--- config.mk ---
export PLATFORM = sky130hd
export DESIGN_NAME = nearest_centroid_labeler
export DESIGN_NICKNAME = d
export VERILOG_FILES = /design/src/ncl_pkg.sv /design/src/nearest_centroid_labeler.sv /design/src/ncl_ram.sv /design/src/ncl_dist_unit.sv
export SDC_FILE = /design/constraint.sdc
export NUM_CORES = 2
export LEC_CHECK = 0
export BUFFER_PORTS_ARGS = -buffer_cell sky130_fd_sc_hd__buf_2
export CELL_PAD_IN_SITES_DETAIL_PLACEMENT = 1
export CELL_PAD_IN_SITES_GLOBAL_PLACEMENT = 1
export CORE_ASPECT_RATIO = 0.5
export CORE_MARGIN = 1.5
export CORE_UTILIZATION = 34
export CTS_BUF_LIST = sky130_fd_sc_hd__clkbuf_4 sky130_fd_sc_hd__clkbuf_8 sky130_fd_sc_hd__clkbuf_16
export DETAILED_ROUTE_END_ITERATION = 10
export PLACE_DENSITY_LB_ADDON = 0.05
export SYNTH_ARGS = -nofsm -noshare
export SYNTH_HDL_FRONTEND = slang
export SYNTH_SLANG_ARGS = --single-unit
--- constraint.sdc ---
create_clock -name aclk -period 17.6 [get_ports aclk]
set_input_delay 0.88 -clock aclk [delete_from_list [all_inputs] [get_ports aclk]]
set_output_delay 0.88 -clock aclk [all_outputs]
set_load 0.03 [all_outputs]
--- src/ncl_pkg.sv ---
package ncl_pkg;

    // Table size and coordinate precision.
    localparam int MAX_CLUSTERS = 8;
    localparam int COORD_BITS   = 16;

    // Fixed widths of the stream fields.
    localparam int IN_COORD_W = 16;
    localparam int ENTRY_W    = 3;
    localparam int LABEL_W    = 3;

    // Derived widths.
    localparam int IDX_W   = (MAX_CLUSTERS > 1) ? $clog2(MAX_CLUSTERS) : 1;
    localparam int CNT_W   = $clog2(MAX_CLUSTERS + 1);
    localparam int SQ_W    = 2 * COORD_BITS;
    localparam int DIST_W  = SQ_W + 1;
    localparam int ENTRY_DATA_W = 2 * COORD_BITS;

    // Configuration port.
    localparam int CFG_IDX_W  = 1;
    localparam int CFG_DATA_W = 16;
    localparam int CLUSTERS_W = 4;
    localparam int LIMIT_W    = 16;
    localparam int LIM2_W     = 2 * LIMIT_W;

    localparam logic [CFG_IDX_W-1:0] REG_CLUSTERS = 1'd0;
    localparam logic [CFG_IDX_W-1:0] REG_LIMIT    = 1'd1;

    localparam logic [LIMIT_W-1:0] LIMIT_RESET = 16'd256;

    // Command codes carried on tuser.
    localparam logic CMD_LOAD     = 1'b0;
    localparam logic CMD_CLASSIFY = 1'b1;

    // Tag that travels alongside each centroid through the distance pipeline.
    typedef struct packed {
        logic             valid;
        logic             last;
        logic [IDX_W-1:0] idx;
    } ncl_tag_t;

    // Sign-extend a stream coordinate to the internal coordinate width.
    function automatic logic signed [COORD_BITS-1:0] sext_coord(
        input logic signed [IN_COORD_W-1:0] v
    );
        return COORD_BITS'(v);
    endfunction

endpackage

--- src/nearest_centroid_labeler.sv ---
// Channel   Direction  Fields
// s_        in         tuser=cmd, tdata=entry_index/coord_x/coord_y, tlast=last_point
// m_        out        tdata=label/is_outlier, tlast=batch_end
// cfg_      in         register write: clusters_in_use (0), outlier_limit (1)
//
// A classify request sends n centroids, one per cycle, through the shared distance unit,
// n being clusters_in_use saturated to the table size (none when n is zero); each passes
// the registered table read and three distance stages, followed by the compare and the
// result hand-off.
// Reset is synchronous and active low; the centroid table is not cleared.
// A stalled result is held in the output register while the next request is taken.
module nearest_centroid_labeler (
    input  logic                                aclk,
    input  logic                                aresetn,
    input  logic                                s_tvalid,
    output logic                                s_tready,
    input  logic [39:0]                         s_tdata,   // entry_index, coord_x, coord_y, pad
    input  logic                                s_tuser,   // cmd
    input  logic                                s_tlast,
    output logic                                m_tvalid,
    input  logic                                m_tready,
    output logic [7:0]                          m_tdata,   // label, is_outlier, pad
    output logic                                m_tlast,
    input  logic                                cfg_wr_en,
    input  logic [ncl_pkg::CFG_IDX_W-1:0]       cfg_index,
    input  logic [ncl_pkg::CFG_DATA_W-1:0]      cfg_wdata
);

    localparam int CB    = ncl_pkg::COORD_BITS;
    localparam int IDX_W = ncl_pkg::IDX_W;
    localparam int CNT_W = ncl_pkg::CNT_W;

    localparam logic [1:0] ST_IDLE   = 2'd0;
    localparam logic [1:0] ST_SCAN   = 2'd1;
    localparam logic [1:0] ST_FINISH = 2'd2;

    logic [1:0]                       state_reg, state_next;
    logic [ncl_pkg::CLUSTERS_W-1:0]   clusters_reg;
    logic [ncl_pkg::LIMIT_W-1:0]      limit_reg;
    logic [ncl_pkg::LIM2_W-1:0]       lim2_reg;
    logic [CNT_W-1:0]                 n_reg, n_next;
    logic [CNT_W-1:0]                 cnt_reg, cnt_next;
    logic                             found_reg, found_next;
    logic [IDX_W-1:0]                 best_idx_reg, best_idx_next;
    logic [ncl_pkg::DIST_W-1:0]       best_d_reg, best_d_next;
    logic signed [CB-1:0]             px_reg;
    logic signed [CB-1:0]             py_reg;
    logic                             last_reg;
    ncl_pkg::ncl_tag_t                rd_tag_reg, rd_tag_next;
    logic                             m_valid_reg, m_valid_next;
    logic [ncl_pkg::LABEL_W-1:0]      m_label_reg;
    logic                             m_outlier_reg;
    logic                             m_last_reg;

    logic                             s_accept;
    logic                             cmd;
    logic [ncl_pkg::ENTRY_W-1:0]      entry_index;
    logic signed [CB-1:0]             in_x;
    logic signed [CB-1:0]             in_y;
    logic [CNT_W-1:0]                 n_sat;
    logic                             ram_we;
    logic [ncl_pkg::ENTRY_DATA_W-1:0] ram_rdata;
    ncl_pkg::ncl_tag_t                d_tag;
    logic [ncl_pkg::DIST_W-1:0]       d_val;
    logic                             issue;
    logic                             out_load;
    logic                             outlier;

    // Unpack the input request.
    assign cmd         = s_tuser;
    assign entry_index = s_tdata[2:0];
    assign in_x        = ncl_pkg::sext_coord(s_tdata[18:3]);
    assign in_y        = ncl_pkg::sext_coord(s_tdata[34:19]);

    assign s_tready = (state_reg == ST_IDLE);
    assign s_accept = s_tvalid && s_tready;

    // Clusters in use, saturated to the table size.
    assign n_sat = (32'(clusters_reg) > ncl_pkg::MAX_CLUSTERS)
                 ? CNT_W'(ncl_pkg::MAX_CLUSTERS) : CNT_W'(clusters_reg);

    // Configuration registers and the squared limit.
    always_ff @(posedge aclk) begin
        if (!aresetn) begin
            clusters_reg <= '0;
            limit_reg    <= ncl_pkg::LIMIT_RESET;
        end else if (cfg_wr_en) begin
            case (cfg_index)
                ncl_pkg::REG_CLUSTERS: clusters_reg <= cfg_wdata[ncl_pkg::CLUSTERS_W-1:0];
                ncl_pkg::REG_LIMIT:    limit_reg    <= cfg_wdata[ncl_pkg::LIMIT_W-1:0];
                default: ;
            endcase
        end
    end

    always_ff @(posedge aclk) begin
        lim2_reg <= ncl_pkg::LIM2_W'(limit_reg) * ncl_pkg::LIM2_W'(limit_reg);
    end

    // Centroid table: loads write, the scan reads one entry per cycle.
    assign ram_we = s_accept && (cmd == ncl_pkg::CMD_LOAD)
                 && (32'(entry_index) < ncl_pkg::MAX_CLUSTERS);

    ncl_ram #(
        .WIDTH (ncl_pkg::ENTRY_DATA_W),
        .DEPTH (ncl_pkg::MAX_CLUSTERS)
    ) u_table (
        .aclk  (aclk),
        .we    (ram_we),
        .waddr (IDX_W'(entry_index)),
        .wdata ({in_y, in_x}),
        .raddr (cnt_reg[IDX_W-1:0]),
        .rdata (ram_rdata)
    );

    ncl_dist_unit u_dist (
        .aclk     (aclk),
        .aresetn  (aresetn),
        .in_tag   (rd_tag_reg),
        .point_x  (px_reg),
        .point_y  (py_reg),
        .centroid (ram_rdata),
        .out_tag  (d_tag),
        .out_dist (d_val)
    );

    assign issue   = (state_reg == ST_SCAN) && (cnt_reg < n_reg);
    assign outlier = !found_reg || (best_d_reg > ncl_pkg::DIST_W'(lim2_reg));
    assign out_load = (state_reg == ST_FINISH) && (!m_valid_reg || m_tready);

    // Sequencer: issue reads, track the running minimum, hand off the result.
    always_comb begin
        state_next    = state_reg;
        n_next        = n_reg;
        cnt_next      = cnt_reg;
        found_next    = found_reg;
        best_idx_next = best_idx_reg;
        best_d_next   = best_d_reg;
        m_valid_next  = m_valid_reg;

        rd_tag_next.valid = issue;
        rd_tag_next.last  = (cnt_reg == n_reg - CNT_W'(1));
        rd_tag_next.idx   = cnt_reg[IDX_W-1:0];

        if (m_valid_reg && m_tready) begin
            m_valid_next = 1'b0;
        end

        case (state_reg)
            ST_IDLE: begin
                if (s_accept && (cmd == ncl_pkg::CMD_CLASSIFY)) begin
                    n_next     = n_sat;
                    cnt_next   = '0;
                    found_next = 1'b0;
                    state_next = (n_sat == '0) ? ST_FINISH : ST_SCAN;
                end
            end
            ST_SCAN: begin
                if (issue) begin
                    cnt_next = cnt_reg + CNT_W'(1);
                end
                if (d_tag.valid) begin
                    found_next = 1'b1;
                    if (!found_reg || (d_val < best_d_reg)) begin
                        best_d_next   = d_val;
                        best_idx_next = d_tag.idx;
                    end
                    if (d_tag.last) begin
                        state_next = ST_FINISH;
                    end
                end
            end
            ST_FINISH: begin
                if (out_load) begin
                    m_valid_next = 1'b1;
                    state_next   = ST_IDLE;
                end
            end
            default: begin
                state_next = ST_IDLE;
            end
        endcase
    end

    always_ff @(posedge aclk) begin
        if (!aresetn) begin
            state_reg   <= ST_IDLE;
            n_reg       <= '0;
            cnt_reg     <= '0;
            found_reg   <= 1'b0;
            rd_tag_reg  <= '0;
            m_valid_reg <= 1'b0;
        end else begin
            state_reg   <= state_next;
            n_reg       <= n_next;
            cnt_reg     <= cnt_next;
            found_reg   <= found_next;
            rd_tag_reg  <= rd_tag_next;
            m_valid_reg <= m_valid_next;
        end
    end

    // Payload registers: point under test, running best, and the result.
    always_ff @(posedge aclk) begin
        best_idx_reg <= best_idx_next;
        best_d_reg   <= best_d_next;
        if (s_accept && (cmd == ncl_pkg::CMD_CLASSIFY)) begin
            px_reg   <= in_x;
            py_reg   <= in_y;
            last_reg <= s_tlast;
        end
        if (out_load) begin
            m_label_reg   <= outlier ? '0 : ncl_pkg::LABEL_W'(best_idx_reg);
            m_outlier_reg <= outlier;
            m_last_reg    <= last_reg;
        end
    end

    assign m_tvalid = m_valid_reg;
    assign m_tdata  = {4'd0, m_outlier_reg, m_label_reg};
    assign m_tlast  = m_last_reg;

`ifndef SYNTH
    // A result appears only when the sequencer hands one off.
    assert property (@(posedge aclk) disable iff (!aresetn)
        $rose(m_tvalid) |-> $past(state_reg == ST_FINISH))
        else $error("result appeared outside the hand-off state");

    // The scan never reads past the entries in use.
    assert property (@(posedge aclk) disable iff (!aresetn)
        (state_reg == ST_SCAN) |-> (cnt_reg <= n_reg))
        else $error("scan counter ran past the clusters in use");

    // No new request is taken while distances are still in flight.
    assert property (@(posedge aclk) disable iff (!aresetn)
        (d_tag.valid || rd_tag_reg.valid) |-> !s_tready)
        else $error("request accepted during a scan");

    // An outlier always carries label zero.
    assert property (@(posedge aclk) disable iff (!aresetn)
        (m_tvalid && m_tdata[3]) |-> (m_tdata[2:0] == 3'd0))
        else $error("outlier result with nonzero label");
`endif

endmodule

--- src/ncl_ram.sv ---
module ncl_ram #(
    parameter int WIDTH = 32,
    parameter int DEPTH = 8
) (
    input  logic                                          aclk,
    input  logic                                          we,
    input  logic [((DEPTH > 1) ? $clog2(DEPTH) : 1)-1:0]  waddr,
    input  logic [WIDTH-1:0]                              wdata,
    input  logic [((DEPTH > 1) ? $clog2(DEPTH) : 1)-1:0]  raddr,
    output logic [WIDTH-1:0]                              rdata
);

    logic [WIDTH-1:0] mem [DEPTH];
    logic [WIDTH-1:0] rdata_reg;

    // One write port and one registered read port.
    always_ff @(posedge aclk) begin
        if (we) begin
            mem[waddr] <= wdata;
        end
        rdata_reg <= mem[raddr];
    end

    assign rdata = rdata_reg;

endmodule

--- src/ncl_dist_unit.sv ---
module ncl_dist_unit (
    input  logic                                     aclk,
    input  logic                                     aresetn,
    input  ncl_pkg::ncl_tag_t                        in_tag,
    input  logic signed [ncl_pkg::COORD_BITS-1:0]    point_x,
    input  logic signed [ncl_pkg::COORD_BITS-1:0]    point_y,
    input  logic [ncl_pkg::ENTRY_DATA_W-1:0]         centroid,
    output ncl_pkg::ncl_tag_t                        out_tag,
    output logic [ncl_pkg::DIST_W-1:0]               out_dist
);

    localparam int CB = ncl_pkg::COORD_BITS;

    logic signed [CB-1:0] cx;
    logic signed [CB-1:0] cy;
    logic signed [CB:0]   diff_x;
    logic signed [CB:0]   diff_y;
    logic [CB:0]          mag_x;
    logic [CB:0]          mag_y;

    logic [CB-1:0]                  abs_x_reg;
    logic [CB-1:0]                  abs_y_reg;
    logic [ncl_pkg::SQ_W-1:0]       sq_x_reg;
    logic [ncl_pkg::SQ_W-1:0]       sq_y_reg;
    logic [ncl_pkg::DIST_W-1:0]     dist_reg;
    ncl_pkg::ncl_tag_t              tag1_reg;
    ncl_pkg::ncl_tag_t              tag2_reg;
    ncl_pkg::ncl_tag_t              tag3_reg;

    assign cx = centroid[CB-1:0];
    assign cy = centroid[2*CB-1:CB];

    // Stage 1 input: signed differences and their magnitudes.
    always_comb begin
        diff_x = (CB+1)'(point_x) - (CB+1)'(cx);
        diff_y = (CB+1)'(point_y) - (CB+1)'(cy);
        mag_x  = diff_x[CB] ? (CB+1)'(-diff_x) : (CB+1)'(diff_x);
        mag_y  = diff_y[CB] ? (CB+1)'(-diff_y) : (CB+1)'(diff_y);
    end

    // Datapath: magnitude, square, then sum, one register after each.
    always_ff @(posedge aclk) begin
        abs_x_reg <= mag_x[CB-1:0];
        abs_y_reg <= mag_y[CB-1:0];
        sq_x_reg  <= ncl_pkg::SQ_W'(abs_x_reg) * ncl_pkg::SQ_W'(abs_x_reg);
        sq_y_reg  <= ncl_pkg::SQ_W'(abs_y_reg) * ncl_pkg::SQ_W'(abs_y_reg);
        dist_reg  <= ncl_pkg::DIST_W'(sq_x_reg) + ncl_pkg::DIST_W'(sq_y_reg);
    end

    // Tags follow the data so the sequencer knows which entry finished.
    always_ff @(posedge aclk) begin
        if (!aresetn) begin
            tag1_reg <= '0;
            tag2_reg <= '0;
            tag3_reg <= '0;
        end else begin
            tag1_reg <= in_tag;
            tag2_reg <= tag1_reg;
            tag3_reg <= tag2_reg;
        end
    end

    assign out_tag  = tag3_reg;
    assign out_dist = dist_reg;

endmodule
==> metrics.txt <==
crit-path leading delay family=adder cells; # port buffers=65; post-DR vias/cell=4.69; largest family of logic cells by synthesized area=adder cells; Synth Area in Adders=34.4%; clock buffer depth=3; RSZ-0062 raised after global routing=no; pin count of the biggest net entering global routing=52; Synth async-reset ratio=0%; Fin. Hold Viols=0; Largest register FFs=256; CTS tree=done; storage element area=0.0148 mm2; die area=0.133 mm2; Synth Area in Compound Gates=7.07%; Die X=514 um; Worst Tran Pin Value=1.04 ns; Chip Height=259 um; Detailed Route WL=107000 um; Syn Area/Cell=10.9 um2; Initial Util=34.4%; vias=27700; clock sink count=572; final worst clock skew=0.0424 ns; gpl congestion=0.768; # placed instances=5789; first-pass GRT wire length=176000 um; Req. time, crit path=18.16 ns; Skew-Pair Late Insertion Delay=0.68 ns; Residual DRC=0; row count=93; layout cells sized above 1=8.42%; crit path buf inv count=7; Initial DRC Count=900; synthesized-area fraction occupied by and/or/nand/nor cells=8.90%; Seq/Total Area, Yosys=33.2%; Congestion Overflow GR=0; post-route setup slack=10.49 ns; Fmax=0.141 GHz; dpl hpwl=81600 um; I/O pins=75; Mapped Cells=4072; Slew HR=30.8%; Post-CTS Setup Inserts=0; Post-Layout Cell Count=5903; EDFF count, synth=330; core area=0.129 mm2; Hold Path Class=register to register; outcome=finished clean; xor and xnor area share after synthesis=3.71%; crit path capture type=register; H-tree levels=2; worst r2r src=limit_reg[8]$_SDFFE_PN1P_; commonest non-fill, non-tap cell in the layout=inv_1; #FFs+latches synth=572; Max-cap violations=0; area of the multi-input gates=0.0260 mm2; critical path class=register to register; min cycle time layout=7.11 ns; DR WL met2=49600 um; Netlist cell types=71; worst slack at placement=10.35 ns; top sig layer=met5; Layout area overhead=10.1%; fin util=37.9%; Tot GR Track Use=16.8%; WL per Instance=18.1 um; Cell Area, Synth=0.0444 mm2; worst min-delay path startpoint=u_dist.out_tag[2]$_SDFF_PN0_; Primary FF master, synth=edfxtp_1; setup TNS=0 ns; slowest stage cell, crit path=dfxtp_1; vias in the first global route=31200; post-cts resize count=0; initial antenna violation count=9; DRT Pass-1 Iters=4; Hold-fix buffers, CTS=0; WL met1=53500 um; antenna-violating nets left=0; worst setup path start=limit_reg[8]$_SDFFE_PN1P_; fin. max-slew vios=0; Synth Warn #=0; commonest cells after routing, fill and taps aside=889 x inv_1, 488 x fa_1, 441 x ha_1; Setup-failing EPs final=0; Root Driver=clkbuf_16; final clock period utilization by the worst path=40.4%; Reg clk slew, reported paths=0.06 ns; critical path launch point type=register; WL met3=2620 um; mux share of post-synthesis cell area=4.25%; critical path fanouts, max=12; Max stage delay on crit path=0.74 ns; Num CTS Buffers=59; nets=5133; Worst EP arrival=7.67 ns; most numerous cell on the critical path=inv_1; filler cell count=14200
## cells in the mapped netlist (24+ instances only)
cell | n | share of area [%]
nor2_1 | 140 | 1.2
nand2_1 | 307 | 2.6
a21oi_1 | 131 | 1.5
nand2b_1 | 37 | 0.52
edfxtp_1 | 330 | 22
nand4_1 | 26 | 0.37
nor3_1 | 24 | 0.27
mux2_2 | 35 | 0.89
a21o_1 | 100 | 1.7
inv_1 | 889 | 7.5
ha_1 | 441 | 12
clkbuf_1 | 92 | 0.78
and2_1 | 140 | 2.0
nor2b_1 | 43 | 0.61
fa_1 | 488 | 22
dfxtp_1 | 242 | 11
o21ai_0 | 66 | 0.74
xnor2_1 | 133 | 2.6
mux4_2 | 64 | 3.2
nand3_1 | 28 | 0.32
xor2_1 | 55 | 1.1
o21a_1 | 29 | 0.49
## metrics by stage
stage	cell area (um2)	hold slack, ns
after detailed placement	46900	0.397
after floorplan	44400	0.354
final	48900	0.407
after global routing	48900	0.360
after global placement	46900	0.386
after CTS	48900	0.359
## routing by layer
| metal | GRT usage, % | vias to the layer above |
|---|---|---|
| li1 | - | 13300 |
| met1 | 23.9 | 14100 |
| met2 | 27.9 | 168 |
| met3 | 2.21 | 91 |
| met4 | 2.44 | 10 |
| met5 | 0 | - |
## worst paths after layout
kind,cells past startpoint,slack [ns],end
worst max-delay path,25,10.49,lim2_reg[31]$_DFF_P_
worst min-delay path,0,0.41,best_idx_reg[2]$_DFFE_PP_
worst max register to register,25,10.49,lim2_reg[31]$_DFF_P_
worst min register to register,0,0.41,best_idx_reg[2]$_DFFE_PP_
## final cells by class
| type | count | area share [%] |
|---|---|---|
| Sequential cell | 572 | 30.2 |
| Clock buffer | 65 | 3.14 |
| Antenna cell | 2 | 0.0102 |
| Multi-Input combinational cell | 2510 | 53.1 |
| Inverter | 890 | 6.83 |
| Tap cell | 1710 | 4.37 |
| Clock inverter | 47 | 1.02 |
| Timing Repair Buffer | 107 | 1.31 |
## kinds of logic after synthesis
logic type               Yosys count
AO/OA/AOI/OAI                    473
AND/OR/NAND/NOR                  812
adder cells (fa/ha/maj)          929
flip-flops                       572
buffers and inverters            993
other                              1
multiplexers                     104
XOR/XNOR                         188
Power is left out: the tool's default activity adds up to more than one toggle a clock period on the data nets, which glitch-free logic cannot reach.
